### src/hw/rtl/scancode_set1_key_translator_defines.svh
// Assertion helpers for the scan code translator.
`ifndef SCANCODE_SET1_KEY_TRANSLATOR_DEFINES_SVH
`define SCANCODE_SET1_KEY_TRANSLATOR_DEFINES_SVH

`ifndef SYNTH
`define SCS1_ASSERT_NOW(label, clk, rst_n, cond, prop) \
    label: assert property (@(posedge clk) disable iff (!rst_n) (cond) |-> (prop)) \
        else $error("scs1 assertion failed");
`define SCS1_ASSERT_NEXT(label, clk, rst_n, cond, prop) \
    label: assert property (@(posedge clk) disable iff (!rst_n) (cond) |=> (prop)) \
        else $error("scs1 assertion failed");
`else
`define SCS1_ASSERT_NOW(label, clk, rst_n, cond, prop)
`define SCS1_ASSERT_NEXT(label, clk, rst_n, cond, prop)
`endif

`endif

### src/hw/rtl/scs1_pkg.sv
package scs1_pkg;

    localparam int unsigned SCAN_W = 8;
    localparam int unsigned CODE_W = 7;
    localparam int unsigned KEY_W  = 5;
    localparam int unsigned CHAR_W = 7;

    localparam int unsigned REL_BIT = 7;

    localparam logic [CODE_W-1:0] SC_LSHIFT = 7'h2A;
    localparam logic [CODE_W-1:0] SC_RSHIFT = 7'h36;
    localparam logic [CODE_W-1:0] SC_CAPS   = 7'h3A;
    localparam logic [CODE_W-1:0] SC_CTRL   = 7'h1D;
    localparam logic [CODE_W-1:0] SC_ALT    = 7'h38;

    localparam logic [KEY_W-1:0] ID_CHAR = 5'd0;
    localparam logic [KEY_W-1:0] ID_CAPS = 5'd27;
    localparam logic [KEY_W-1:0] ID_CTRL = 5'd28;
    localparam logic [KEY_W-1:0] ID_ALT  = 5'd29;

    localparam logic [CHAR_W-1:0] CHAR_NONE  = 7'h00;
    localparam logic [CHAR_W-1:0] CHAR_LOW_A = 7'h61;
    localparam logic [CHAR_W-1:0] CHAR_LOW_Z = 7'h7A;

    // Decoded event plus flag updates for one item
    typedef struct packed {
        logic              emit;
        logic [KEY_W-1:0]  key_id;
        logic [CHAR_W-1:0] char_code;
        logic              is_press;
        logic              shift_we;
        logic              shift_val;
        logic              caps_toggle;
    } scs1_result_t;

    // Navigation, editing and function keys; 0 when not a named key
    function automatic logic [KEY_W-1:0] named_id(input logic [CODE_W-1:0] code);
        logic [KEY_W-1:0] id;
        unique case (code)
            7'h01:   id = 5'd1;
            7'h0E:   id = 5'd2;
            7'h0F:   id = 5'd3;
            7'h1C:   id = 5'd4;
            7'h39:   id = 5'd5;
            7'h47:   id = 5'd6;
            7'h48:   id = 5'd7;
            7'h49:   id = 5'd8;
            7'h4B:   id = 5'd9;
            7'h4D:   id = 5'd10;
            7'h4F:   id = 5'd11;
            7'h50:   id = 5'd12;
            7'h51:   id = 5'd13;
            7'h53:   id = 5'd14;
            7'h3B:   id = 5'd15;
            7'h3C:   id = 5'd16;
            7'h3D:   id = 5'd17;
            7'h3E:   id = 5'd18;
            7'h3F:   id = 5'd19;
            7'h40:   id = 5'd20;
            7'h41:   id = 5'd21;
            7'h42:   id = 5'd22;
            7'h43:   id = 5'd23;
            7'h44:   id = 5'd24;
            7'h57:   id = 5'd25;
            7'h58:   id = 5'd26;
            default: id = ID_CHAR;
        endcase
        return id;
    endfunction

    // Unshifted character; 0 when not a character key
    function automatic logic [CHAR_W-1:0] plain_char(input logic [CODE_W-1:0] code);
        logic [CHAR_W-1:0] ch;
        unique case (code)
            7'h02: ch = 7'h31;
            7'h03: ch = 7'h32;
            7'h04: ch = 7'h33;
            7'h05: ch = 7'h34;
            7'h06: ch = 7'h35;
            7'h07: ch = 7'h36;
            7'h08: ch = 7'h37;
            7'h09: ch = 7'h38;
            7'h0A: ch = 7'h39;
            7'h0B: ch = 7'h30;
            7'h0C: ch = 7'h2D;
            7'h0D: ch = 7'h3D;
            7'h1A: ch = 7'h5B;
            7'h1B: ch = 7'h5D;
            7'h27: ch = 7'h3B;
            7'h28: ch = 7'h27;
            7'h29: ch = 7'h60;
            7'h2B: ch = 7'h5C;
            7'h33: ch = 7'h2C;
            7'h34: ch = 7'h2E;
            7'h35: ch = 7'h2F;
            7'h1E: ch = 7'h61;
            7'h30: ch = 7'h62;
            7'h2E: ch = 7'h63;
            7'h20: ch = 7'h64;
            7'h12: ch = 7'h65;
            7'h21: ch = 7'h66;
            7'h22: ch = 7'h67;
            7'h23: ch = 7'h68;
            7'h17: ch = 7'h69;
            7'h24: ch = 7'h6A;
            7'h25: ch = 7'h6B;
            7'h26: ch = 7'h6C;
            7'h32: ch = 7'h6D;
            7'h31: ch = 7'h6E;
            7'h18: ch = 7'h6F;
            7'h19: ch = 7'h70;
            7'h10: ch = 7'h71;
            7'h13: ch = 7'h72;
            7'h1F: ch = 7'h73;
            7'h14: ch = 7'h74;
            7'h16: ch = 7'h75;
            7'h2F: ch = 7'h76;
            7'h11: ch = 7'h77;
            7'h2D: ch = 7'h78;
            7'h15: ch = 7'h79;
            7'h2C: ch = 7'h7A;
            default: ch = CHAR_NONE;
        endcase
        return ch;
    endfunction

    // Shifted character
    function automatic logic [CHAR_W-1:0] shift_char(input logic [CODE_W-1:0] code);
        logic [CHAR_W-1:0] ch;
        unique case (code)
            7'h02: ch = 7'h21;
            7'h03: ch = 7'h40;
            7'h04: ch = 7'h23;
            7'h05: ch = 7'h24;
            7'h06: ch = 7'h25;
            7'h07: ch = 7'h5E;
            7'h08: ch = 7'h26;
            7'h09: ch = 7'h2A;
            7'h0A: ch = 7'h28;
            7'h0B: ch = 7'h29;
            7'h0C: ch = 7'h5F;
            7'h0D: ch = 7'h2B;
            7'h1A: ch = 7'h7B;
            7'h1B: ch = 7'h7D;
            7'h27: ch = 7'h3A;
            7'h28: ch = 7'h22;
            7'h29: ch = 7'h7E;
            7'h2B: ch = 7'h7C;
            7'h33: ch = 7'h3C;
            7'h34: ch = 7'h3E;
            7'h35: ch = 7'h3F;
            7'h1E: ch = 7'h41;
            7'h30: ch = 7'h42;
            7'h2E: ch = 7'h43;
            7'h20: ch = 7'h44;
            7'h12: ch = 7'h45;
            7'h21: ch = 7'h46;
            7'h22: ch = 7'h47;
            7'h23: ch = 7'h48;
            7'h17: ch = 7'h49;
            7'h24: ch = 7'h4A;
            7'h25: ch = 7'h4B;
            7'h26: ch = 7'h4C;
            7'h32: ch = 7'h4D;
            7'h31: ch = 7'h4E;
            7'h18: ch = 7'h4F;
            7'h19: ch = 7'h50;
            7'h10: ch = 7'h51;
            7'h13: ch = 7'h52;
            7'h1F: ch = 7'h53;
            7'h14: ch = 7'h54;
            7'h16: ch = 7'h55;
            7'h2F: ch = 7'h56;
            7'h11: ch = 7'h57;
            7'h2D: ch = 7'h58;
            7'h15: ch = 7'h59;
            7'h2C: ch = 7'h5A;
            default: ch = CHAR_NONE;
        endcase
        return ch;
    endfunction

endpackage

### src/hw/rtl/scs1_decode.sv
module scs1_decode
    import scs1_pkg::*;
(
    input  logic [SCAN_W-1:0] scan,
    input  logic              shift_held,
    input  logic              caps_on,
    output scs1_result_t      res
);

    logic [CODE_W-1:0] code;
    logic              press;
    logic [KEY_W-1:0]  named;
    logic [CHAR_W-1:0] lo_ch;
    logic [CHAR_W-1:0] hi_ch;
    logic              use_hi;

    assign code  = scan[CODE_W-1:0];
    assign press = ~scan[REL_BIT];
    assign named = named_id(code);
    assign lo_ch = plain_char(code);
    assign hi_ch = shift_char(code);

    // letters honour caps lock, everything else only shift
    always_comb
    begin
        if (lo_ch >= CHAR_LOW_A && lo_ch <= CHAR_LOW_Z)
            use_hi = shift_held ^ caps_on;
        else
            use_hi = shift_held;
    end

    always_comb
    begin
        res = '0;
        if (code == SC_LSHIFT || code == SC_RSHIFT)
        begin
            res.shift_we  = 1'b1;
            res.shift_val = press;
        end
        else if (code == SC_CAPS)
        begin
            if (press)
            begin
                res.caps_toggle = 1'b1;
                res.emit        = 1'b1;
                res.key_id      = ID_CAPS;
                res.is_press    = 1'b1;
            end
        end
        else if (code == SC_CTRL)
        begin
            res.emit     = 1'b1;
            res.key_id   = ID_CTRL;
            res.is_press = press;
        end
        else if (code == SC_ALT)
        begin
            res.emit     = 1'b1;
            res.key_id   = ID_ALT;
            res.is_press = press;
        end
        else if (named != ID_CHAR)
        begin
            res.emit     = 1'b1;
            res.key_id   = named;
            res.is_press = press;
        end
        else if (lo_ch != CHAR_NONE && press)
        begin
            res.emit      = 1'b1;
            res.key_id    = ID_CHAR;
            res.char_code = use_hi ? hi_ch : lo_ch;
            res.is_press  = 1'b1;
        end
    end

endmodule

### src/hw/rtl/scancode_set1_key_translator.sv
// PS/2 set-1 scan byte to key event translator. One scan byte is taken per
// cycle while in_ready is high; its event, if any, reaches the outputs through
// the input register, where the tables decode it, and the result register.
// A byte that gives an event waits in the input register while the result
// register holds an item that has not been taken; bytes that
// give no event (shift, caps release, character release, prefixes, unknown
// codes) never wait and update the flags in order. The shift and caps-lock
// flags are held here; reset clears both.
`include "scancode_set1_key_translator_defines.svh"

module scancode_set1_key_translator
    import scs1_pkg::*;
(
    input  logic              clk,
    input  logic              rst_n,
    input  logic              in_valid,
    output logic              in_ready,
    input  logic [SCAN_W-1:0] scan_byte,
    output logic              out_valid,
    input  logic              out_ready,
    output logic [KEY_W-1:0]  key_id,
    output logic [CHAR_W-1:0] char_code,
    output logic              is_press
);

    logic              in_valid_reg, in_valid_next;
    logic [SCAN_W-1:0] scan_reg, scan_next;
    logic              shift_reg, shift_next;
    logic              caps_reg, caps_next;
    logic              out_valid_reg, out_valid_next;
    logic [KEY_W-1:0]  key_id_reg, key_id_next;
    logic [CHAR_W-1:0] char_code_reg, char_code_next;
    logic              is_press_reg, is_press_next;

    scs1_result_t res;
    logic         advance;

    scs1_decode u_decode (
        .scan       (scan_reg),
        .shift_held (shift_reg),
        .caps_on    (caps_reg),
        .res        (res)
    );

    // an item with no event never waits for the result register
    assign advance  = in_valid_reg & (~res.emit | ~out_valid_reg | out_ready);
    assign in_ready = ~in_valid_reg | advance;

    always_comb
    begin
        in_valid_next  = in_valid_reg;
        scan_next      = scan_reg;
        shift_next     = shift_reg;
        caps_next      = caps_reg;
        out_valid_next = out_valid_reg;
        key_id_next    = key_id_reg;
        char_code_next = char_code_reg;
        is_press_next  = is_press_reg;

        if (out_valid_reg && out_ready)
            out_valid_next = 1'b0;
        if (advance)
        begin
            in_valid_next = 1'b0;
            if (res.shift_we)
                shift_next = res.shift_val;
            if (res.caps_toggle)
                caps_next = ~caps_reg;
            if (res.emit)
            begin
                out_valid_next = 1'b1;
                key_id_next    = res.key_id;
                char_code_next = res.char_code;
                is_press_next  = res.is_press;
            end
        end
        if (in_valid && in_ready)
        begin
            in_valid_next = 1'b1;
            scan_next     = scan_byte;
        end
    end

    always_ff @(posedge clk or negedge rst_n)
    begin
        if (!rst_n)
        begin
            in_valid_reg  <= 1'b0;
            shift_reg     <= 1'b0;
            caps_reg      <= 1'b0;
            out_valid_reg <= 1'b0;
        end
        else
        begin
            in_valid_reg  <= in_valid_next;
            shift_reg     <= shift_next;
            caps_reg      <= caps_next;
            out_valid_reg <= out_valid_next;
        end
    end

    always_ff @(posedge clk)
    begin
        scan_reg      <= scan_next;
        key_id_reg    <= key_id_next;
        char_code_reg <= char_code_next;
        is_press_reg  <= is_press_next;
    end

    assign out_valid = out_valid_reg;
    assign key_id    = key_id_reg;
    assign char_code = char_code_reg;
    assign is_press  = is_press_reg;

    `SCS1_ASSERT_NEXT(a_caps_flips, clk, rst_n, advance && res.caps_toggle, caps_reg != $past(caps_reg))
    `SCS1_ASSERT_NEXT(a_event_lands, clk, rst_n, advance && res.emit, out_valid_reg)
    `SCS1_ASSERT_NOW(a_named_no_char, clk, rst_n, out_valid_reg && key_id_reg != ID_CHAR, char_code_reg == CHAR_NONE)
    `SCS1_ASSERT_NOW(a_char_is_press, clk, rst_n, out_valid_reg && key_id_reg == ID_CHAR, is_press_reg && char_code_reg != CHAR_NONE)

endmodule
### config.mk
export PLATFORM = sky130hd
export DESIGN_NAME = scancode_set1_key_translator
export DESIGN_NICKNAME = d
export VERILOG_FILES = /design/src/hw/rtl/scs1_pkg.sv /design/src/hw/rtl/scs1_decode.sv /design/src/hw/rtl/scancode_set1_key_translator.sv
export VERILOG_INCLUDE_DIRS = /design/src /design/src/hw/rtl
export SDC_FILE = /design/constraint.sdc
export NUM_CORES = 1
export LEC_CHECK = 0
export ABC_AREA = 1
export BUFFER_PORTS_ARGS = -buffer_cell sky130_fd_sc_hd__buf_4
export CORE_ASPECT_RATIO = 1.4
export CORE_UTILIZATION = 40
export DETAILED_ROUTE_END_ITERATION = 6
export GPL_TIMING_DRIVEN = 0
export PLACE_DENSITY_LB_ADDON = 0.05
export SETUP_SLACK_MARGIN = 0.05
export SYNTH_ARGS = -nofsm -noshare
export SYNTH_HDL_FRONTEND = slang
export SYNTH_SLANG_ARGS = --single-unit
### constraint.sdc
create_clock -name clk -period 3.2 [get_ports clk]
set_clock_uncertainty 0.1 [all_clocks]
set_input_delay 0.48 -clock clk [delete_from_list [all_inputs] [get_ports clk]]
set_output_delay 0.48 -clock clk [all_outputs]
set_load 0.005 [all_outputs]
# Yosys cells after proc, flatten, opt, wreduce, memory -nomap -nowiden
# Memories as Yosys holds them, arrays and structs flattened. A register that Yosys moved wholly into a read port is not among the register bits.
# Index checks and enable logic that the tools add are counted.
dict set report word_totals {
  register_bits 25
  latchBits 0
  ramBits 0
  romBits 1536
  input_bits 12
  output_inout_bits 15
  elab_cells 72
  mem_count 3
}
dict set report op_classes {
  addsub 0
  n_mul 0
  div 0
  magnitude_cmp 2
  eq_ne 5
  n_shift 0
  mux 31
  bitwise_logic 11
  reduce_logical 12
}
# memory depth width rd rd_ports_with_merged_regs write_ports line_no
set mem_list {}
lappend mem_list {{(no name shown)} 128 5 1 1 0 scs1_pkg.sv:39} ;# unique case (code)
lappend mem_list {{(no name shown)} 64 7 1 1 0 scs1_pkg.sv:130} ;# unique case (code)
lappend mem_list {{(no name shown)} 64 7 1 1 0 scs1_pkg.sv:74} ;# unique case (code)
# operator n
set op_table {}
lappend op_table {{7-bit two-way mux} 8}
lappend op_table {{6-bit two-way mux} 7}
lappend op_table {{7-bit by 6-bit equality test with 1-bit output (second input constant)} 4}
lappend op_table {{14-bit two-way mux} 2}
lappend op_table {{1-bit two-way mux} 13}
lappend op_table {{7-bit by 5-bit equality test with 1-bit output (second input constant)} 1}
lappend op_table {{7-bit greater-or-equal comparator (second input constant)} 1}
lappend op_table {{7-bit less-or-equal comparator (second input constant)} 1}
lappend op_table {{7-bit nonzero test} 1}
lappend op_table {{1-bit inverter} 6}
lappend op_table {{2-bit AND reduction} 3}
lappend op_table {{6-bit OR reduction} 1}
lappend op_table {{5-bit nonzero test} 1}
lappend op_table {{1-bit logical AND} 4}
lappend op_table {{1-bit OR} 3}
lappend op_table {{2-bit two-way mux} 1}
lappend op_table {{2-bit nonzero test} 1}
lappend op_table {{1-bit AND} 1}
lappend op_table {{1-bit logical OR} 1}
lappend op_table {{1-bit bitwise XOR} 1}

# Depth between registers and ports, before layout
# Gate-level depths: netlist of the first run.
dict set report logic_depth {
  depth_word 18
  ltp_mapped 23
  mapped_depth_nobuf 22
}

# By module
# Synthesis of the first run repeated with hierarchy kept, for this count alone.
dict set report hier_totals {
  hier_cells 388
  area_unflattened_um2 2548.7
}
# mod instances cells_each area_per_inst_um2 seq_area_each_um2
set by_module_without_submodules {}
lappend by_module_without_submodules {scs1_decode 1 344 1727.9 0.0}
lappend by_module_without_submodules {scancode_set1_key_translator 1 44 820.8 730.7}

# Least setup slack after synthesis of the first run
# OpenSTA, ideal clock, no wires.
dict set report synth_timing {
  path_kind {register to register}
  start {register scan_reg[3]}
  end {register (tool-made name)}
  setup_time_ps 112
  arrival_time_ps 2412
  t_required_ps 2988
  slack_ps 575
  path_stages_with_launch 22
  path_buffers 1
  period_less_slack_ps 2625
  cell_sequence {edfxtp_1 > nand2_1 > nor2_1 > nand2_1 > inv_1 > nor2_1 > nand2_1 > nand2_2 > nand3_4 > nand2_4 > buf_8 > nand2_1 > nand2_2 > ha_1 > inv_1 > nand3_1 > nand2_1 > nand2_1 > nand3_1 > nand2_1 > nand2_1 > nand2_1}
}
# item line_no
set synth_lines {}
lappend synth_lines {{start: declaration} scancode_set1_key_translator.sv:27} ;# logic [SCAN_W-1:0] scan_reg, scan_next;
lappend synth_lines {{start signal: assignment} scancode_set1_key_translator.sv:104} ;# scan_reg <= scan_next;

==> Implementation_results.wiki, run 1 <==
{| class="wikitable"
! Metric !! Value
|-
| GRT Residual Overflow || 0
|-
| Final hold vios || 0
|-
| Final hold slack || 0.248 ns
|-
| Fill count || 860
|-
| Nature of the critical path endpoint || flop
|-
| Clock latency on the worst-skew pair || 0.30 ns
|-
| Transition at the pin with the smallest max-transition slack || 0.501 ns
|-
| Vias after detailed routing || 3179
|-
| Clk sinks || 44
|-
| Worst Setup Start Kind || flop
|-
| Average cell area after synthesis || 7.08 um2
|-
| Number of levels in the clock H-tree || 2
|-
| Largest cells by area after synthesis || edfxtp_1, nand2_1, dfxtp_1
|-
| Post-Syn Instances || 455
|-
| Flop-to-flop setup slack || 0.14 ns
|-
| DRT antenna net count || 0
|-
| Starting DRC count in detailed routing || 199
|-
| Startpoint of the lowest-slack hold path || scan_byte[7]
|-
| Final wirelength || 9820 um
|-
| Clock tree from TritonCTS || built
|-
| Area of the die || 8420 um2
|-
| Compound-gate portion of the synthesized area || 8.74%
|-
| RSZ-0062 raised after global routing || yes
|-
| Synthesized netlist net count || 480
|-
| Tightest slew margin relative to the limit || 66.6%
|-
| Detail-routed net length per standard cell || 16.2 um
|-
| Arrival time at the worst endpoint || 3.16 ns
|-
| Fraction of synthesized cell area in xor and xnor cells || 0.272%
|-
| Largest net degree at the start of global routing || 14
|-
| Via count normalized by instance count || 5.25
|-
| Hold depth || 1
|-
| Placeable core region || 7800 um2
|-
| Global-route wire length before repair || 15400 um
|-
| LEAKAGE || 1.94 nW
|-
| Number of placement rows || 38
|-
| Minimum clock period after layout || 3.06 ns
|-
| Share of the clock period used by the worst path || 95.7%
|-
| Width of the die || 77.8 um
|-
| Simple-gate portion of the synthesized area || 43.8%
|-
| Cell chosen for the clock root || clkbuf_8
|-
| Number of buffers added on ports || 26
|-
| Main combinational cell family by area after synthesis || simple AND/OR/NAND/NOR gates
|-
| Residual DRC || 0
|-
| Largest area contributor in the netlist || edfxtp_1
|-
| Total Nets Final || 530
|-
| Power Density || 600 nW/um2
|-
| Yosys reg bits || 44
|-
| Portion of the post-synthesis area used by sequential elements || 34.5%
|-
| Synth Cell Area || 3220 um2
|-
| Multiplexer share of the synthesized area || 0%
|-
| Worst setup slack before clock tree synthesis || -0.147 ns
|-
| Initial core utilization || 41.3%
|-
| R2R cell count || 16
|-
| Global placement routability congestion || 0.984
|-
| Critical setup path kind || flop to flop
|-
| Detail Placement HPWL || 7440 um
|-
| Antenna violations before repair || 0
|-
| Number of top-level design ports || 27
|-
| Largest driver fanout on the critical path || 10
|-
| Antenna Diode Count || 0
|-
| Number of iterations in the first detailed-routing pass || 5
|-
| Die height || 108 um
|-
| Synthesis warning total || 0
|-
| Clock edge transition at the registers on the reported setup and hold paths || 0.08 ns
|-
| Area share of fa/ha/maj cells after synthesis || 5.05%
|-
| Fraction of final layout cells sized beyond drive strength 1 || 22.9%
|-
| CP Data Required Time || 3.30 ns
|-
| Top achievable clock speed || 327 MHz
|-
| Final worst slack || 0.139 ns
|-
| Clock buffer count from CTS || 5
|-
| Synth unique cells || 37
|-
| Run status || finished, final reports clean
|-
| Post-synth top area share || 19.6%
|-
| Global routing usage summed across all routing layers || 24.3%
|-
| Area growth from synthesis to layout || 19.7%
|-
| Maximum clock path buffer count || 2
|-
| HP Class || input pin to flop
|-
| Max-cap violations || 0
|-
| Peak VDD IR || 0.298 mV
|-
| R2R Path Start || scan_reg[0]
|-
| Final setup violating endpoints || 0
|-
| Vias in the first global route || 3003
|-
| Max Slew Vio Count || 0
|-
| Capture endpoint of the worst hold path || scan_reg[7]
|}
==> kinds of logic (layout without fill, tap and decap cells) <==
group	Yosys count	after routing
flops	44	44
simple gates	301	301
xor+xnor	1	1
fa+ha+maj	13	13
buf+inv	48	99
compound gates	48	48
==> area by class of cell <==
type / instances / area, um2 / share of cell area, %
repair buffers: 43 / 338 / 8.77
well taps: 100 / 125 / 3.25
plain buffers: 12 / 111 / 2.89
inverters: 36 / 135 / 3.51
flip-flops and latches: 44 / 1110 / 28.8
clock buffers: 6 / 72.6 / 1.88
clock inverters: 2 / 35.0 / 0.909
multi-input cells: 363 / 1930 / 50.0
==> critical path, stage by stage, from the launching register on <==
cell and delay (ns):
edfxtp_1 0.49, buf_4 0.18, nor2_1 0.08, nand3b_1 0.18, nand3_2 0.15, nand2_1 0.07
nand2_2 0.11, nand3_4 0.11, nand2_4 0.12, buf_8 0.15, nand2_1 0.10, nand2_4 0.11
ha_1 0.33, nand2_1 0.22, a21oi_1 0.23, nand2_1 0.08, o211ai_1 0.15
==> cells in the final DEF (no fill, tap or decap), types with 2 or more instances in the layout <==
cell type / count
inv_2: 5
nand3_4: 2
nand3_2: 7
buf_6: 6
or2_2: 3
o21ai_2: 2
nor2_2: 5
o21ai_0: 14
nand2_4: 8
nor3_1: 2
edfxtp_1: 21
buf_4: 43
nand3_1: 47
nor2_1: 34
dfrtp_1: 4
nand2_8: 2
nor2_4: 4
nand3b_1: 4
a211oi_1: 6
clkbuf_1: 2
nand2_2: 16
ha_1: 13
nand2_1: 164
nand4_1: 2
a21oi_1: 15
inv_1: 31
buf_2: 2
a21oi_2: 2
o21ai_1: 5
dfxtp_1: 19
clkbuf_8: 5
==> power by group <==
group / leakage [nW] / switching [mW] / total (mW) / internal (mW)
logic: 1.47 / 0.683 / 1.07 / 0.384
clock network: 0.0552 / 0.188 / 0.419 / 0.232
registers: 0.414 / 0.0609 / 0.825 / 0.764
total: 1.94 / 0.931 / 2.31 / 1.38
==> synthesized netlist by cell type (all sizes together) <==
| cell type | n |
|---|---|
| dfxtp | 19 |
| edfxtp | 21 |
| nor3 | 2 |
| nand3 | 56 |
| a211oi | 6 |
| nand3b | 4 |
| or2 | 3 |
| a21boi | 1 |
| a2111o | 1 |
| clkbuf | 1 |
| dfrtp | 4 |
| a21oi | 17 |
| nor2 | 43 |
| inv | 36 |
| ha | 13 |
| nor3b | 1 |
| a221oi | 1 |
| o211ai | 1 |
| o21ai | 21 |
| nand2 | 190 |
| nand4 | 2 |
| xnor2 | 1 |
| buf | 11 |
==> layer usage <==
metal,share of wire [%],routed length (um),track usage (%),vias up
met3,5.3,517,3.46,32
met5,0,0,0,-
li1,-,-,-,1586
met2,49,4850,42.4,101
met4,4.8,475,14.7,0
met1,41,3980,28.1,1460
==> worst max path at each step <==
stage | slack (ns) | cells after the start | endpoint | startpoint
finish | 0.14 | 16 | flop | scan_reg[0]
global route | -0.02 | 17 | flop | scan_reg[0]
CTS | 0.06 | 21 | flop | scan_reg[3]
detailed placement | -0.15 | 22 | flop | scan_reg[6]
global placement | -0.14 | 22 | flop | scan_reg[6]
floorplan | 0.58 | 21 | flop | scan_reg[3]
==> metrics by stage <==
stage | area, um2 | total power, mW | util [%] | setup TNS, ns | std cells
6_report | 3850 | 2.31 | 49.4 | 0 | 606
5_1_grt | 3850 | 2.47 | 49.4 | -0.0330 | 606
3_3_place_gp | 3540 | 1.83 | 45.4 | -0.734 | 581
4_1_cts | 3690 | 2.26 | 47.4 | 0 | 593
3_5_place_dp | 3540 | 1.82 | 45.4 | -0.609 | 581
2_1_floorplan | 3220 | 1.49 | - | 0 | 455
==> what timing repair did <==
item | 4_1_cts | 5_1_grt
buffers inserted | 3 | 13
hold endpoints to repair | 4 | 0
hold buffers | 1 | 0
pin swaps | 0 | 4
resized for setup | 3 | 15
endpoints found under the setup margin | 17 | 19
Note: power is estimated with default switching activity, not from simulation.
==> run 2: changes to the inputs <==
CORE_UTILIZATION = 30   (was 40)
CTS_CLUSTER_DIAMETER = 100   (was unset)
clock period = 2.65 ns   (was 3.2 ns; I/O delays follow)
==> run 2 against run 1 <==
  * The run now ends with design-rule violations, negative setup slack left
  * Routed wire length is 7.8% higher
  * Hold slack got worse by 0.052 ns
  * Sequential power rose by 22%
  * Largest cell class unchanged
==> Implementation_results.wiki, run 2 (synthesis results as in run 1) <==
{| class="wikitable"
! Metric !! Value
|-
| Number of top-level design ports || 27
|-
| Residual DRC || 4
|-
| Die height || 125 um
|-
| Worst Setup Start Kind || flop
|-
| Reg area || 1110 um2
|-
| Clock buffer count from CTS || 5
|-
| Width of the die || 89.6 um
|-
| Final setup violating endpoints || 16
|-
| Number of placement rows || 44
|-
| Vias in the first global route || 3370
|-
| Largest net degree at the start of global routing || 14
|-
| Area after detailed placement || 3590 um2
|-
| Vias after detailed routing || 3331
|-
| Clock latency on the worst-skew pair || 0.28 ns
|-
| RSZ-0062 raised after global routing || yes
|-
| Leading cell type in the layout, fill and taps excluded || nand2_1
|-
| Number of iterations in the first detailed-routing pass || 7
|-
| Top achievable clock speed || 366 MHz
|-
| Violations in the final reports || design-rule violations, negative setup slack
|-
| Transition at the pin with the smallest max-transition slack || 0.451 ns
|-
| LEAKAGE || 2.16 nW
|-
| Clock edge transition at the registers on the reported setup and hold paths || 0.06 ns
|-
| Fill count || 1019
|-
| Global routing usage summed across all routing layers || 20.3%
|-
| Peak VDD IR || 0.258 mV
|-
| Critical setup path kind || flop to flop
|-
| Nature of the critical path endpoint || flop
|-
| Minimum clock period after layout || 2.73 ns
|-
| Antenna Diode Count || 0
|-
| Largest driver fanout on the critical path || 10
|-
| Area growth from synthesis to layout || 40.8%
|-
| Detail Placement HPWL || 7830 um
|-
| Global placement routability congestion || 0.956
|-
| Global-route wire length before repair || 16900 um
|-
| End-of-flow core utilization || 43.6%
|-
| Most used cells in the layout excluding fill and tap cells || nand2_1, buf_4, nand3_1, nand2_2, nor2_1
|-
| Placeable core region || 10400 um2
|-
| CP Data Required Time || 2.69 ns
|-
| Area of the die || 11200 um2
|-
| Tightest slew margin relative to the limit || 69.9%
|-
| Arrival time at the worst endpoint || 2.77 ns
|-
| Cell chosen for the clock root || clkbuf_16
|-
| Max Slew Vio Count || 0
|-
| Power Density || 711 nW/um2
|-
| HP Class || input pin to flop
|-
| Antenna violations before repair || 0
|-
| Fraction of final layout cells sized beyond drive strength 1 || 39.8%
|-
| Initial core utilization || 30.9%
|-
| Final worst slack || -0.0843 ns
|-
| Clk sinks || 44
|-
| DRT antenna net count || 0
|-
| Max-cap violations || 0
|-
| Clock tree from TritonCTS || built
|-
| Detail-routed net length per standard cell || 15.9 um
|-
| Area of the multi-input gates || 2280 um2
|-
| Accumulated negative setup slack || -0.694 ns
|-
| Final wirelength || 10600 um
|-
| Starting DRC count in detailed routing || 186
|-
| GRT Residual Overflow || 0
|-
| Worst setup slack before clock tree synthesis || -0.646 ns
|-
| Run status || finished with violations
|-
| Maximum clock path buffer count || 2
|-
| Total Nets Final || 554
|-
| Final hold vios || 0
|-
| Number of buffers added on ports || 26
|-
| Share of the clock period used by the worst path || 103%
|-
| Via count normalized by instance count || 4.99
|-
| Number of levels in the clock H-tree || 2
|-
| Post-Layout Inst Area || 4530 um2
|}
run 2: power by group:
group	total [mW]	internal, mW	switching, mW
Sequential	1.01	0.924	0.0850
Combinational	1.57	0.620	0.954
Clock	0.640	0.401	0.239
run 2: final timing paths:
kind                       cells after the start          from           to  slack (ns)
max in group asynchronous                      2         rst_n     caps_reg        1.99
max                                           19   scan_reg[6]         flop       -0.08
max reg2reg                                   19   scan_reg[6]         flop       -0.08
min                                            1  scan_byte[7]  scan_reg[7]        0.20
min reg2reg                                    1      caps_reg     caps_reg        0.44
min in group asynchronous                      2         rst_n    shift_reg        0.36
run 2: metrics by stage:
stage | total power, mW | hold slack [ns] | std cells
CTS | 3.17 | 0.193 | 663
global placement | 2.23 | 0.0980 | 619
finish | 3.22 | 0.196 | 668
floorplan | 1.80 | 0.00191 | 455
detailed placement | 2.21 | 0.103 | 619
global route | 3.45 | 0.189 | 668
run 2: area by class of cell:
type | instances | area share [%]
Buffer | 12 | 2.73
Clock buffer | 8 | 3.45
Inverter | 36 | 3.39
Multi-Input combinational cell | 363 | 50.4
Sequential cell | 44 | 24.5
Tap cell | 138 | 3.81
Timing Repair Buffer | 67 | 11.7
run 2: timing repair:
item                       in CTS  in global routing
gates cloned                    0                  0
pin swaps                      35                 10
setup endpoints to repair      19                 47
gates resized for setup       107                 29
setup buffers                  35                  5
hold buffers                    1                  0
hold endpoints to repair        4                  0
run 2: metal layers:
| layer | GRT usage, % | vias up | wire length, um |
|---|---|---|---|
| met5 | 0 | - | 0 |
| met4 | 14.1 | 0 | 677 |
| met3 | 2.45 | 36 | 473 |
| met2 | 33.9 | 118 | 5330 |
| met1 | 23.1 | 1548 | 4110 |
| li1 | - | 1629 | - |
run 2: worst max-delay path: stages, from the launching register on:
cell and delay, ns:
edfxtp_1 0.48, inv_4 0.10, buf_6 0.15, nand2_4 0.06, nand2_4 0.05, nor2_4 0.12
nand3_2 0.10, nand2_2 0.10, nand2_4 0.07, nand3_4 0.09, nand2_4 0.08, buf_8 0.14
buf_4 0.15, nand2_4 0.08, nand2_8 0.10, buf_6 0.17, a21oi_2 0.17, nand2_2 0.08
nand3_2 0.07, o211ai_1 0.14
==> run 3: changes to the inputs <==
CTS_BUF_LIST = sky130_fd_sc_hd__clkbuf_2 sky130_fd_sc_hd__clkbuf_4 sky130_fd_sc_hd__clkbuf_8   (was unset)
==> run 3 against run 2 <==
  * The flow finishes with violations (negative setup slack)
  * Clock power shrank 27%
  * Total power down 0.26%
  * Cell area grew 5.2%
  * Highest routed layer unchanged
==> Implementation_results.wiki, run 3 (synthesis results as in run 1) <==
{| class="wikitable"
! Metric !! Value
|-
| Largest driver fanout on the critical path || 6
|-
| Overall power of the completed layout || 3.21 mW
|-
| Sequential fraction of design power || 31.3%
|-
| Final wirelength || 10900 um
|-
| Combinational Power Share || 54.2%
|-
| Net load switching power || 1.34 mW
|-
| Critical setup path kind || flop to flop
|-
| Peak VDD IR || 0.226 mV
|-
| LEAKAGE || 2.24 nW
|-
| Number of buffers and inverters on the critical path || 4
|-
| Most common cell type on the critical path || nand2_4
|-
| R2R cell count || 20
|-
| Share of total power consumed by net switching || 41.7%
|-
| Antenna violations before repair || 0
|-
| Clock buffer count from CTS || 5
|-
| Most used cells in the layout excluding fill and tap cells || nand2_1, buf_4, nand3_1, nand2_2, nand2_4
|-
| Total Nets Final || 562
|-
| DRT antenna net count || 0
|-
| Nature of the critical path endpoint || flop
|-
| GRT Residual Overflow || 0
|-
| Fin cells || 676
|-
| Critical Path, Cell by Cell || inv_4 > nand2_2 > nor2_1 > nand2_1 > nand2_4 > nor2_4 > nand2_2 > nand2_4 > nand3_4 > nand2_4 > buf_8 > nand2_4 > nand2_4 > buf_8 > buf_6 > nand2_2 > nand2_4 > nand2_1 > a21oi_2 > nand3_1
|-
| Logic depth of the worst path, buffers included || 20
|-
| Top achievable clock speed || 359 MHz
|-
| Placeable core region || 10400 um2
|-
| Maximum clock path buffer count || 2
|-
| Share of the clock period used by the worst path || 105%
|-
| Minimum clock period after layout || 2.79 ns
|-
| CP Data Required Time || 2.70 ns
|-
| Antenna Diode Count || 0
|-
| Vias after detailed routing || 3358
|-
| Tightest slew margin relative to the limit || 78.7%
|-
| Residual DRC || 0
|-
| Clk sinks || 44
|-
| Cell type of the slowest stage on the worst timing path || edfxtp_1
|-
| Width of the die || 89.6 um
|-
| Max-cap violations || 0
|-
| Violations in the final reports || negative setup slack
|-
| Number of iterations in the first detailed-routing pass || 4
|-
| Accumulated negative setup slack || -1.30 ns
|-
| Detail Placement HPWL || 7830 um
|-
| Largest net degree at the start of global routing || 14
|-
| Worst Setup Start Kind || flop
|-
| Final hold vios || 0
|-
| Number of top-level design ports || 27
|-
| Global placement routability congestion || 0.956
|-
| Fill count || 1002
|-
| Global-route wire length before repair || 16800 um
|-
| Fraction of final layout cells sized beyond drive strength 1 || 45.5%
|-
| HP Class || input pin to flop
|-
| Die height || 125 um
|-
| Global routing usage summed across all routing layers || 20.2%
|-
| Leading cell type in the layout, fill and taps excluded || nand2_1
|-
| Cell chosen for the clock root || clkbuf_8
|-
| Clock edge transition at the registers on the reported setup and hold paths || 0.08 ns
|-
| Crit path max-delay family || simple AND/OR/NAND/NOR gates
|-
| Vias in the first global route || 3352
|-
| Clk pwr share || 14.5%
|-
| Number of levels in the clock H-tree || 2
|-
| Detail-routed net length per standard cell || 16.1 um
|-
| RSZ-0062 raised after global routing || yes
|-
| Power Density || 674 nW/um2
|-
| Design internal power || 1.87 mW
|-
| Arrival time at the worst endpoint || 2.84 ns
|-
| Final setup violating endpoints || 19
|-
| # placed instances || 619
|-
| Clock tree from TritonCTS || built
|-
| Run status || finished with violations
|-
| Final worst slack || -0.139 ns
|-
| Max Slew Vio Count || 0
|-
| Area growth from synthesis to layout || 48.2%
|-
| Highest cell delay on the worst timing path || 0.53 ns
|-
| Number of buffers added on ports || 26
|-
| Initial core utilization || 30.9%
|-
| Hold depth || 2
|-
| Number of placement rows || 44
|-
| Clock latency on the worst-skew pair || 0.29 ns
|-
| Transition at the pin with the smallest max-transition slack || 0.317 ns
|-
| Starting DRC count in detailed routing || 164
|-
| Via count normalized by instance count || 4.97
|-
| Area of the die || 11200 um2
|}
run 3: cell count changes in the layout (fill, tap and decap cells not counted), moves of 3 or more:
cell	previous run	this run
nand2_1	137	120
clkbuf_8	2	7
buf_8	2	5
clkbuf_16	5	0
nand2_4	23	32
inv_1	22	19
nand2_2	28	35
buf_6	10	14
run 3: what timing repair did:
item | in CTS | in global routing
gates cloned | 0 | 1
setup endpoints to repair | 19 | 47
resized for setup | 107 | 89
pin swaps | 35 | 42
buffers inserted | 35 | 12
hold endpoints to repair | 4 | 0
hold buffers | 1 | 0
run 3: final cells by class:
cell class	count	area, um2	share of cell area [%]
buffer	12	144	3.02
clock buffer	8	104	2.18
tap	138	173	3.62
timing repair buffer	74	614	12.9
multi-input combinational	363	2450	51.5
inverter	36	163	3.41
timing repair inverter	1	7.51	0.157
sequential	44	1110	23.3
run 3: path summary, 6_finish.rpt:
path | start | end | slack [ns]
min in group asynchronous | rst_n | shift_reg | 0.34
max in group asynchronous | rst_n | caps_reg | 2.00
worst min-delay path | out_ready | out_valid | 0.18
worst min register to register | caps_reg | caps_reg | 0.45
worst max-delay path | scan_reg[6] | flop | -0.14
worst max register to register | scan_reg[6] | flop | -0.14
run 3: worst reg2reg max path, cell delays in order, from the launching register on:
cell and delay, ns:
edfxtp_1 0.53, inv_4 0.11, nand2_2 0.08, nor2_1 0.04
nand2_1 0.11, nand2_4 0.09, nor2_4 0.15, nand2_2 0.10
nand2_4 0.08, nand3_4 0.09, nand2_4 0.10, buf_8 0.13
nand2_4 0.05, nand2_4 0.08, buf_8 0.14, buf_6 0.15
nand2_2 0.10, nand2_4 0.09, nand2_1 0.07, a21oi_2 0.14
nand3_1 0.13
run 3: layer usage:
| layer | up-vias | track usage, % | wire, um |
|---|---|---|---|
| met5 | - | 0 | 0 |
| met4 | 0 | 13.1 | 633 |
| met3 | 38 | 2.45 | 475 |
| met2 | 117 | 34.2 | 5670 |
| met1 | 1560 | 23.0 | 4140 |
| li1 | 1643 | - | - |
run 3: power by group through the flow:
stage,sequential [mW],combinational (mW),clock (mW)
floorplan,1.00,0.797,0
global placement,1.02,1.21,0
detailed placement,1.02,1.19,0
CTS,1.01,1.50,0.485
global route,1.04,1.89,0.511
finish,1.01,1.74,0.465
run 3: per-stage QoR:
stage | hold WS, ns | area [um2] | util, % | setup WS [ns]
after global placement | 0.0980 | 3590 | 34.5 | -0.653
after global routing | 0.166 | 4770 | 45.9 | -0.300
after detailed placement | 0.103 | 3590 | 34.5 | -0.646
final | 0.180 | 4770 | 45.9 | -0.139
after CTS | 0.166 | 4360 | 41.9 | -0.131
after floorplan | 0.00191 | 3230 | - | 0.0637
